## src/sv/csbr_pkg.sv

```systemverilog
// Types and constants for the cosine similarity best-row block.
// Depends on nothing; imported by the top level, front, queue and back modules.
`timescale 1ns / 1ps
package csbr_pkg;
    localparam int ACC_W   = 40;
    localparam int PROD_W  = 80;
    localparam int ROOT_W  = 42;
    localparam int NUM_W   = 55;
    localparam int SCORE_W = 16;
    localparam int LABEL_W = 3;
    localparam int VAL_W   = 15;
    localparam int OUTIDX_W = 10;

    localparam logic signed [ACC_W-1:0] ACC_POS_MAX = {1'b0, {(ACC_W-1){1'b1}}};
    localparam logic signed [ACC_W-1:0] ACC_NEG_MIN = {1'b1, {(ACC_W-1){1'b0}}};
    localparam logic [ACC_W-1:0] NORM_MAX = {ACC_W{1'b1}};
    localparam logic signed [SCORE_W-1:0] SCORE_MIN = 16'sh8000;
    localparam logic signed [SCORE_W-1:0] SCORE_MAX = 16'sh7fff;

    // Row summary handed from the front to the back part.
    typedef struct packed {
        logic signed [ACC_W-1:0] dot;
        logic [ACC_W-1:0]        norm_a;
        logic [ACC_W-1:0]        norm_b;
        logic [LABEL_W-1:0]      label;
        logic                    last;
    } row_sum_t;
endpackage

```

## src/sv/cosine_similarity_best_row.sv

```systemverilog
// Top level of the cosine similarity best-row search.
// Depends on csbr_pkg, csbr_front, csbr_queue, csbr_back.
//
//  channel | direction | handshake         | payload
//  in      | in        | in_valid/in_stall | row_value query_value row_label last_in_row last_row
//  out     | out       | out_valid/out_stall | best_row best_label best_score
//
// The front takes one element a cycle (one multiply-accumulate) unless the
// row queue is full. Each row end pushes a summary word into a 4-deep queue.
// The back handles one row at a time: a step to take the word, four 20x20
// partial products of the norm product plus a final add, a 40-step square
// root, a 55-step divide and a compare.
// Rows no shorter than this per-row work therefore run at one element per cycle.
// Reset clears the front's accumulators, the queue and the best-row record.
// out_stall only holds the back; the front runs on until the queue fills.
`timescale 1ns / 1ps
module cosine_similarity_best_row #(
    parameter int MAX_ROWS = 1024,
    parameter int QDEPTH   = 4
) (
    input  logic                              clk,
    input  logic                              rst_n,
    input  logic                              in_valid,
    output logic                              in_stall,
    input  logic signed [csbr_pkg::VAL_W-1:0] row_value,
    input  logic signed [csbr_pkg::VAL_W-1:0] query_value,
    input  logic [csbr_pkg::LABEL_W-1:0]      row_label,
    input  logic                              last_in_row,
    input  logic                              last_row,
    output logic                              out_valid,
    input  logic                              out_stall,
    output logic [csbr_pkg::OUTIDX_W-1:0]     best_row,
    output logic [csbr_pkg::LABEL_W-1:0]      best_label,
    output logic signed [csbr_pkg::SCORE_W-1:0] best_score
);
    import csbr_pkg::*;

    row_sum_t f_sum, q_sum;
    logic f_valid, q_full, q_valid, q_take;

    csbr_front u_front (
        .clk(clk), .rst_n(rst_n), .in_valid(in_valid), .in_stall(in_stall),
        .row_value(row_value), .query_value(query_value), .row_label(row_label),
        .last_in_row(last_in_row), .last_row(last_row),
        .sum_valid(f_valid), .sum(f_sum), .sum_full(q_full)
    );

    csbr_queue #(.DEPTH(QDEPTH)) u_queue (
        .clk(clk), .rst_n(rst_n), .wr_en(f_valid), .wr_data(f_sum), .full(q_full),
        .rd_valid(q_valid), .rd_data(q_sum), .rd_en(q_take)
    );

    csbr_back #(.MAX_ROWS(MAX_ROWS)) u_back (
        .clk(clk), .rst_n(rst_n), .sum_valid(q_valid), .sum(q_sum), .sum_take(q_take),
        .out_valid(out_valid), .out_stall(out_stall), .best_row(best_row),
        .best_label(best_label), .best_score(best_score)
    );
endmodule

```

## src/sv/csbr_ram.sv

```systemverilog
// Generic single-port-write, registered-read RAM.
// Depends on nothing.
`timescale 1ns / 1ps
module csbr_ram #(
    parameter int WIDTH = 8,
    parameter int DEPTH = 4
) (
    input  logic                     clk,
    input  logic                     we,
    input  logic [$clog2(DEPTH)-1:0] waddr,
    input  logic [WIDTH-1:0]         wdata,
    input  logic                     re,
    input  logic [$clog2(DEPTH)-1:0] raddr,
    output logic [WIDTH-1:0]         rdata
);
    logic [WIDTH-1:0] mem [DEPTH];

    always_ff @(posedge clk)
    begin
        if (we)
        begin
            mem[waddr] <= wdata;
        end
        if (re)
        begin
            rdata <= mem[raddr];
        end
    end
endmodule

```

## src/sv/csbr_front.sv

```systemverilog
// Front part: MAC of one element per cycle unless stalled; row summary out.
// Depends on csbr_pkg.
`timescale 1ns / 1ps
module csbr_front (
    input  logic                              clk,
    input  logic                              rst_n,
    input  logic                              in_valid,
    output logic                              in_stall,
    input  logic signed [csbr_pkg::VAL_W-1:0] row_value,
    input  logic signed [csbr_pkg::VAL_W-1:0] query_value,
    input  logic [csbr_pkg::LABEL_W-1:0]      row_label,
    input  logic                              last_in_row,
    input  logic                              last_row,
    output logic                              sum_valid,
    output csbr_pkg::row_sum_t                sum,
    input  logic                              sum_full
);
    import csbr_pkg::*;

    logic signed [ACC_W-1:0] dot_reg, dot_next;
    logic [ACC_W-1:0]        na_reg, na_next, nb_reg, nb_next;
    logic signed [ACC_W+1:0] dsum;
    logic [ACC_W:0]          asum, bsum;
    logic signed [2*VAL_W-1:0] pab, paa, pbb;
    logic                    acc;

    assign in_stall = sum_full;
    assign acc = in_valid && !in_stall;

    always_comb
    begin
        pab  = row_value * query_value;
        paa  = row_value * row_value;
        pbb  = query_value * query_value;
        dsum = (ACC_W+2)'(dot_reg) + (ACC_W+2)'(pab);
        asum = {1'b0, na_reg} + (ACC_W+1)'($unsigned(paa));
        bsum = {1'b0, nb_reg} + (ACC_W+1)'($unsigned(pbb));
        if (dsum > (ACC_W+2)'(ACC_POS_MAX))
        begin
            dot_next = ACC_POS_MAX;
        end
        else if (dsum < (ACC_W+2)'(ACC_NEG_MIN))
        begin
            dot_next = ACC_NEG_MIN;
        end
        else
        begin
            dot_next = dsum[ACC_W-1:0];
        end
        na_next = asum[ACC_W] ? NORM_MAX : asum[ACC_W-1:0];
        nb_next = bsum[ACC_W] ? NORM_MAX : bsum[ACC_W-1:0];
    end

    assign sum_valid   = acc && last_in_row;
    assign sum.dot     = dot_next;
    assign sum.norm_a  = na_next;
    assign sum.norm_b  = nb_next;
    assign sum.label   = row_label;
    assign sum.last    = last_row;

    always_ff @(posedge clk or negedge rst_n)
    begin
        if (!rst_n)
        begin
            dot_reg <= '0;
            na_reg  <= '0;
            nb_reg  <= '0;
        end
        else if (acc)
        begin
            if (last_in_row)
            begin
                dot_reg <= '0;
                na_reg  <= '0;
                nb_reg  <= '0;
            end
            else
            begin
                dot_reg <= dot_next;
                na_reg  <= na_next;
                nb_reg  <= nb_next;
            end
        end
    end
endmodule

```

## src/sv/csbr_queue.sv

```systemverilog
// Short queue of row summaries between front and back, built on csbr_ram.
// Depends on csbr_pkg and csbr_ram.
`timescale 1ns / 1ps
module csbr_queue #(
    parameter int DEPTH = 4
) (
    input  logic               clk,
    input  logic               rst_n,
    input  logic               wr_en,
    input  csbr_pkg::row_sum_t wr_data,
    output logic               full,
    output logic               rd_valid,
    output csbr_pkg::row_sum_t rd_data,
    input  logic               rd_en
);
    import csbr_pkg::*;
    localparam int AW = $clog2(DEPTH);

    logic [AW-1:0] wp_reg, rp_reg, raddr;
    logic [AW:0]   cnt_reg;
    logic          have_reg;
    logic [$bits(row_sum_t)-1:0] rdata;
    logic          pop, load;

    // A word is prefetched into the RAM output register; have_reg marks it.
    // The output register only loads on a pop, so the held word stays put.
    assign load = (cnt_reg != '0) && (!have_reg || rd_en);
    assign pop  = load;
    assign raddr = rp_reg;
    assign full = (cnt_reg == (AW+1)'(DEPTH));
    assign rd_valid = have_reg;
    assign rd_data = row_sum_t'(rdata);

    csbr_ram #(.WIDTH($bits(row_sum_t)), .DEPTH(DEPTH)) u_ram (
        .clk(clk), .we(wr_en), .waddr(wp_reg), .wdata(wr_data),
        .re(load), .raddr(raddr), .rdata(rdata)
    );

    always_ff @(posedge clk or negedge rst_n)
    begin
        if (!rst_n)
        begin
            wp_reg <= '0;
            rp_reg <= '0;
            cnt_reg <= '0;
            have_reg <= 1'b0;
        end
        else
        begin
            if (wr_en)
            begin
                wp_reg <= (wp_reg == AW'(DEPTH-1)) ? '0 : wp_reg + 1'b1;
            end
            if (pop)
            begin
                rp_reg <= (rp_reg == AW'(DEPTH-1)) ? '0 : rp_reg + 1'b1;
            end
            cnt_reg <= cnt_reg + (AW+1)'(wr_en) - (AW+1)'(pop);
            if (load)
            begin
                have_reg <= 1'b1;
            end
            else if (rd_en)
            begin
                have_reg <= 1'b0;
            end
        end
    end
endmodule

```

## src/sv/csbr_back.sv

```systemverilog
// Back part: per row, integer square root of the norm product, a bit-serial
// divide, clamp and best-row compare; emits the result after the last row.
// Depends on csbr_pkg.
`timescale 1ns / 1ps
module csbr_back #(
    parameter int MAX_ROWS = 1024
) (
    input  logic                                   clk,
    input  logic                                   rst_n,
    input  logic                                   sum_valid,
    input  csbr_pkg::row_sum_t                     sum,
    output logic                                   sum_take,
    output logic                                   out_valid,
    input  logic                                   out_stall,
    output logic [csbr_pkg::OUTIDX_W-1:0]          best_row,
    output logic [csbr_pkg::LABEL_W-1:0]           best_label,
    output logic signed [csbr_pkg::SCORE_W-1:0]    best_score
);
    import csbr_pkg::*;
    localparam int RW = (MAX_ROWS > 1) ? $clog2(MAX_ROWS) : 1;
    localparam int HALF_W = ACC_W / 2;

    typedef enum logic [6:0] {
        S_IDLE = 7'b0000001,
        S_MUL  = 7'b0000010,
        S_ADD  = 7'b0000100,
        S_SQRT = 7'b0001000,
        S_DIV  = 7'b0010000,
        S_CMP  = 7'b0100000,
        S_OUT  = 7'b1000000
    } state_t;

    state_t state_reg, state_next;
    row_sum_t cur_reg;
    logic [1:0] mstep_reg;
    logic [2*HALF_W-1:0] pp_reg;
    logic [PROD_W-1:0] prod_reg;
    logic [ROOT_W-1:0] root_reg, rem_reg;
    logic [PROD_W-1:0] pshift_reg;
    logic [6:0] cnt_reg;
    logic [NUM_W-1:0] num_reg;
    logic [ROOT_W:0] drem_reg;
    logic [RW-1:0] row_reg;
    logic [RW-1:0] bidx_reg;
    logic [LABEL_W-1:0] btag_reg;
    logic signed [SCORE_W-1:0] bval_reg;
    logic have_reg;
    logic zero_norm;

    // Square root: digit-by-digit, two product bits a cycle (restoring).
    logic [ROOT_W+1:0] trial, rem_sh;
    // Divide: one quotient bit a cycle.
    logic [ROOT_W:0] dsh;
    logic [ACC_W-1:0] mag;
    logic signed [SCORE_W-1:0] score;
    logic [HALF_W-1:0] ma, mb;

    assign zero_norm = (cur_reg.norm_a == '0) || (cur_reg.norm_b == '0);
    assign mag = cur_reg.dot[ACC_W-1] ? ACC_W'(-cur_reg.dot) : ACC_W'(cur_reg.dot);

    always_comb
    begin
        ma = mstep_reg[1] ? cur_reg.norm_a[ACC_W-1:HALF_W] : cur_reg.norm_a[HALF_W-1:0];
        mb = mstep_reg[0] ? cur_reg.norm_b[ACC_W-1:HALF_W] : cur_reg.norm_b[HALF_W-1:0];
        rem_sh = {rem_reg, pshift_reg[PROD_W-1:PROD_W-2]};
        trial  = {root_reg, 2'b01};
        dsh    = {drem_reg[ROOT_W-1:0], num_reg[NUM_W-1]};
        if (cur_reg.dot[ACC_W-1])
        begin
            score = (num_reg > NUM_W'(32768)) ? SCORE_MIN : SCORE_W'(-$signed({1'b0, num_reg}));
        end
        else
        begin
            score = (num_reg > NUM_W'(32767)) ? SCORE_MAX : SCORE_W'(num_reg);
        end
        if (zero_norm || root_reg == '0)
        begin
            score = SCORE_MIN;
        end
    end

    assign sum_take  = (state_reg == S_IDLE) && sum_valid;
    assign out_valid = (state_reg == S_OUT);
    assign best_row  = OUTIDX_W'(bidx_reg);
    assign best_label = btag_reg;
    assign best_score = bval_reg;

    always_comb
    begin
        state_next = state_reg;
        unique case (state_reg)
            S_IDLE: if (sum_valid) state_next = S_MUL;
            S_MUL:  if (mstep_reg == 2'd3) state_next = S_ADD;
            S_ADD:  state_next = S_SQRT;
            S_SQRT: if (cnt_reg == 7'd0) state_next = S_DIV;
            S_DIV:  if (cnt_reg == 7'd0) state_next = S_CMP;
            S_CMP:  state_next = cur_reg.last ? S_OUT : S_IDLE;
            S_OUT:  if (!out_stall) state_next = S_IDLE;
            default: state_next = S_IDLE;
        endcase
    end

    always_ff @(posedge clk)
    begin
        unique case (state_reg)
            S_IDLE:
            begin
                cur_reg <= sum;
                mstep_reg <= '0;
                prod_reg <= '0;
                pp_reg <= '0;
            end
            S_MUL:
            begin
                // One 20x20 partial product a cycle, accumulated next cycle.
                pp_reg <= ma * mb;
                mstep_reg <= mstep_reg + 2'd1;
                if (mstep_reg != 2'd0)
                begin
                    prod_reg <= prod_reg + (PROD_W'(pp_reg) << (HALF_W *
                        ((mstep_reg - 2'd1) == 2'd3 ? 2 :
                         ((mstep_reg - 2'd1) == 2'd0 ? 0 : 1))));
                end
            end
            S_ADD:
            begin
                pshift_reg <= prod_reg + (PROD_W'(pp_reg) << (2 * HALF_W));
                root_reg <= '0;
                rem_reg <= '0;
                cnt_reg <= 7'(PROD_W / 2 - 1);
            end
            S_SQRT:
            begin
                pshift_reg <= pshift_reg << 2;
                if (rem_sh >= trial)
                begin
                    rem_reg <= ROOT_W'(rem_sh - trial);
                    root_reg <= {root_reg[ROOT_W-2:0], 1'b1};
                end
                else
                begin
                    rem_reg <= ROOT_W'(rem_sh);
                    root_reg <= {root_reg[ROOT_W-2:0], 1'b0};
                end
                if (cnt_reg == 7'd0)
                begin
                    num_reg <= {mag, 15'd0};
                    drem_reg <= '0;
                    cnt_reg <= 7'(NUM_W - 1);
                end
                else
                begin
                    cnt_reg <= cnt_reg - 7'd1;
                end
            end
            S_DIV:
            begin
                if (dsh >= {1'b0, root_reg})
                begin
                    drem_reg <= dsh - {1'b0, root_reg};
                    num_reg <= {num_reg[NUM_W-2:0], 1'b1};
                end
                else
                begin
                    drem_reg <= dsh;
                    num_reg <= {num_reg[NUM_W-2:0], 1'b0};
                end
                cnt_reg <= cnt_reg - 7'd1;
            end
            default:
            begin
            end
        endcase
    end

    always_ff @(posedge clk or negedge rst_n)
    begin
        if (!rst_n)
        begin
            state_reg <= S_IDLE;
            row_reg <= '0;
            bidx_reg <= '0;
            btag_reg <= '0;
            bval_reg <= '0;
            have_reg <= 1'b0;
        end
        else
        begin
            state_reg <= state_next;
            if (state_reg == S_CMP)
            begin
                if (!have_reg || score > bval_reg)
                begin
                    bval_reg <= score;
                    bidx_reg <= row_reg;
                    btag_reg <= cur_reg.label;
                    have_reg <= 1'b1;
                end
                if (row_reg < RW'(MAX_ROWS - 1))
                begin
                    row_reg <= row_reg + 1'b1;
                end
            end
            if (state_reg == S_OUT && !out_stall)
            begin
                row_reg <= '0;
                bidx_reg <= '0;
                btag_reg <= '0;
                bval_reg <= '0;
                have_reg <= 1'b0;
            end
        end
    end
endmodule

```

## config.mk

```make
export PLATFORM = sky130hd
export DESIGN_NAME = cosine_similarity_best_row
export DESIGN_NICKNAME = d
export VERILOG_FILES = /design/src/sv/csbr_pkg.sv /design/src/sv/cosine_similarity_best_row.sv /design/src/sv/csbr_ram.sv /design/src/sv/csbr_front.sv /design/src/sv/csbr_queue.sv /design/src/sv/csbr_back.sv
export SDC_FILE = /design/constraint.sdc
export NUM_CORES = 2
export LEC_CHECK = 0
export BUFFER_PORTS_ARGS = -buffer_cell sky130_fd_sc_hd__buf_2
export CAP_MARGIN = 20
export CELL_PAD_IN_SITES_DETAIL_PLACEMENT = 1
export CELL_PAD_IN_SITES_GLOBAL_PLACEMENT = 2
export CORE_ASPECT_RATIO = 1.4
export CORE_MARGIN = 2
export CORE_UTILIZATION = 48
export CTS_BUF_LIST = sky130_fd_sc_hd__clkbuf_16
export CTS_CLUSTER_SIZE = 24
export DETAILED_ROUTE_END_ITERATION = 12
export HOLD_SLACK_MARGIN = 0.03
export PLACE_DENSITY_LB_ADDON = 0.1
export SLEW_MARGIN = 20
export SYNTH_ARGS = -nofsm -noshare
export SYNTH_HDL_FRONTEND = slang
export SYNTH_SLANG_ARGS = --single-unit
```

## constraint.sdc

```tcl
create_clock -name clk -period 25.7 [get_ports clk]
set_input_delay 5.14 -clock clk [delete_from_list [all_inputs] [get_ports clk]]
set_output_delay 5.14 -clock clk [all_outputs]
set_load 0.005 [all_outputs]
```

==> flow_summary_export.csv <==
group,metric,value,unit
outcome,status,"finished clean",
grt,grt_pass1_wl,454.4,mm
final_layout,layout_commonest_cell,"inv_1",
timing,fin_skew,0.07878,ns
critical_path,max_stage_delay,0.76,ns
yosys,synth_edf_count,1134,
die,die_w,398.8,um
critical_path,worst-r2r-cell-count,25,
timing,rsz0062_at_grt,"false",
critical_path,timing.rr.end,"u_back.pp_reg[38]",
yosys,synth_area_leaders,"edfxtp_1 (33%), fa_1 (19%), ha_1 (8.8%)",
clocking,cts.clk_slew.worst_paths,0.06,ns
route,firstDrtPassIters,7,
run,max_cap_violations,0,
route,detail-route-antenna-nets,0,
clocking,cts_root_buffer,"clkbuf_16",
final_layout,final_cell_mix,"inv_1 (1481), edfxtp_1 (1134), nand2_1 (1072)",
final_layout,drive_above_1_share,0.06458,
yosys,ys_async_sr_fraction,0.1337,
timing,worst_pin_slew,1.120,ns
critical_path,crit_end,"u_front.na_reg[16]",
die,io_pins,70,
clocking,cts_tree,"done",
timing,finalSetupTns,0,ns
clocking,cts_resized,0,
min_path,hold_class,"flip-flop to flip-flop",
route,wl,288.1,mm
clocking,clock_sinks,1309,
clocking,post-cts-setup-buffers,0,
place,gp_congestion,0.9050,
yosys,ys_ff_latch,1309,
die,die_height,556.7,um
timing,hold-worst-slack,0.3902,ns
grt,grt_usage,0.2633,
place,hpwl,222.5,mm
route,route.detailed.drc,0,
yosys,ys.flop_type,"edfxtp_1",
timing,fmax,68.49,MHz
clocking,cts_buffers,139,
min_path,min_from,"u_queue.u_ram.rdata[41]",
route,dr.first_iter.drc_count,3204,
yosys,avgSynthCellArea,10.74,sq um
grt,antenna_found_initial,8,
route,via_per_inst,5.609,
critical_path,r2r-start,"u_back.mstep_reg[1]",
yosys,synth_nets,11535,
timing,maxSlewHeadroom,0.2386,
final_layout,largest_reg_flops,496,
grt,grt_max_degree,166,
yosys,syn_inst,9753,
yosys,yosysWarningCount,0,
clocking,hold_buffers,0,
place,placed_area,0.1082,sq mm
final_layout,final_nets,11469,
final_layout,areaGrowthSynthToFinish,7.454,%
critical_path,slowest_stage,"or2_2",
die,die-area,0.2220,sq mm
grt,overflow,0,
yosys,synth_top_cell_by_area,"edfxtp_1",
route,vias,70943,
timing,hold_violations,0,
critical_path,endpoint_kind,"flip-flop",
clocking,clkLatencyLatePin,0.84,ns
grt,grt_pass1_vias,80414,
critical_path,crit_start,"row_value[2]",
timing,min_period_over_period,0.5681,
route,drt-wirelength-per-cell,22.78,um
clocking,cts_buffer_depth,4,
die,start_util,0.4836,
die,rows,202,
yosys,synth_cell_types,91,
final_layout,final_area,0.1126,sq mm
critical_path,cpMostUsedCell,"fa_1",
critical_path,crit_type,"primary input to flip-flop",
critical_path,start_kind,"primary input",
clocking,htreeDepth,4,
critical_path,cp.required,26.39,ns
place,dpl_worst_slack,10.33,ns
yosys,synth_top_area_share,0.3251,
timing,maxSlewViolCount,0,
timing,finalCriticalPeriod,14.60,ns
timing,setup_ws,11.10,ns
critical_path,critical_path_arrival,15.29,ns
critical_path,cp_max_fo,32,
timing,setup_violations,0,
critical_path,r2r_setup_slack,16.70,ns
die,core_area,0.2166,sq mm
yosys,syn_area,0.1047,sq mm
place,io_buffers,69,
yosys,ys_seq_area_frac,0.3669,
-- layer usage --
| metal | up-vias | wire (um) | track usage |
|---|---|---|---|
| li1 | 32666 | - | - |
| met1 | 36771 | 110500 | 0.2963 |
| met2 | 1038 | 157000 | 0.5024 |
| met3 | 464 | 6741 | 0.02109 |
| met4 | 4 | 13850 | 0.1154 |
| met5 | - | 20 | 0 |
-- cell type report --
cell class,count,area [sq um]
diodes,4,10.01
clock inverters,102,870.8
flip-flops and latches,1309,38440
inverters,1462,5490
fillers,23250,104000
multi-input cells,6617,59650
well taps,2856,3573
repair buffers,158,1040
clock buffers,139,3478
-- how the worst min path moves through the flow --
stage | endpoint | slack (ns) | cells after the start
2_1_floorplan | u_back.cur_reg[0] | 0.40 | 0
3_3_place_gp | u_back.cur_reg[122] | 0.40 | 0
3_5_place_dp | u_back.cur_reg[91] | 0.41 | 0
4_1_cts | u_back.cur_reg[41] | 0.39 | 0
5_1_grt | u_back.cur_reg[41] | 0.40 | 0
6_report | u_back.cur_reg[41] | 0.39 | 0
-- synthesized netlist by cell type, types with 14 or more instances --
cell type / n
nand2_1: 1074
dfrtp_1: 174
clkbuf_1: 331
a21o_1: 217
or2_2: 33
o31ai_1: 32
nand4_1: 54
buf_1: 26
nand3_1: 122
a21oi_1: 409
mux4_2: 124
nor3_1: 105
inv_1: 1459
and2_1: 277
a21boi_0: 25
mux2i_1: 90
and3_1: 47
or3_1: 41
a31oi_1: 38
o21ai_0: 313
mux2_2: 48
nand2b_1: 68
nor2b_1: 80
fa_1: 1010
nor4_1: 57
xnor2_1: 231
o211ai_1: 26
maj3_1: 20
a31o_2: 14
a211oi_1: 54
a211o_1: 14
o21a_1: 60
nor2_1: 661
xor2_1: 172
edfxtp_1: 1134
o21bai_1: 59
nor3b_1: 15
o22ai_1: 30
a22o_1: 86
ha_1: 733
-- worst max-delay path, delay by kind of cell --
family / cells / cell delay (ns)
AOI/OAI and AO/OA: 15 / 4.13
adders and majority gates: 8 / 3.71
xor gates and xnor gates: 1 / 0.14
buffers and inverters: 5 / 0.84
and+or+nand+nor: 4 / 1.27
-- logic make-up after synthesis --
logic type | count (synthesis) | share of synthesized area
buffers and inverters | 1827 | 0.06565
AND/OR/NAND/NOR | 2685 | 0.1176
XOR/XNOR | 403 | 0.03370
AO/OA/AOI/OAI | 1504 | 0.09325
adder cells (fa/ha/maj) | 1763 | 0.2825
multiplexers | 262 | 0.04042
flip-flops | 1309 | 0.3669
-- through the flow --
stage,instances,utilization
floorplan,9753,-
global placement,12402,0.4994
detailed placement,12402,0.4995
CTS,12643,0.5195
global route,12644,0.5196
finish,12647,0.5196
Power is left out: the tool's default activity adds up to more than one toggle a clock period on the data nets, which glitch-free logic cannot reach.
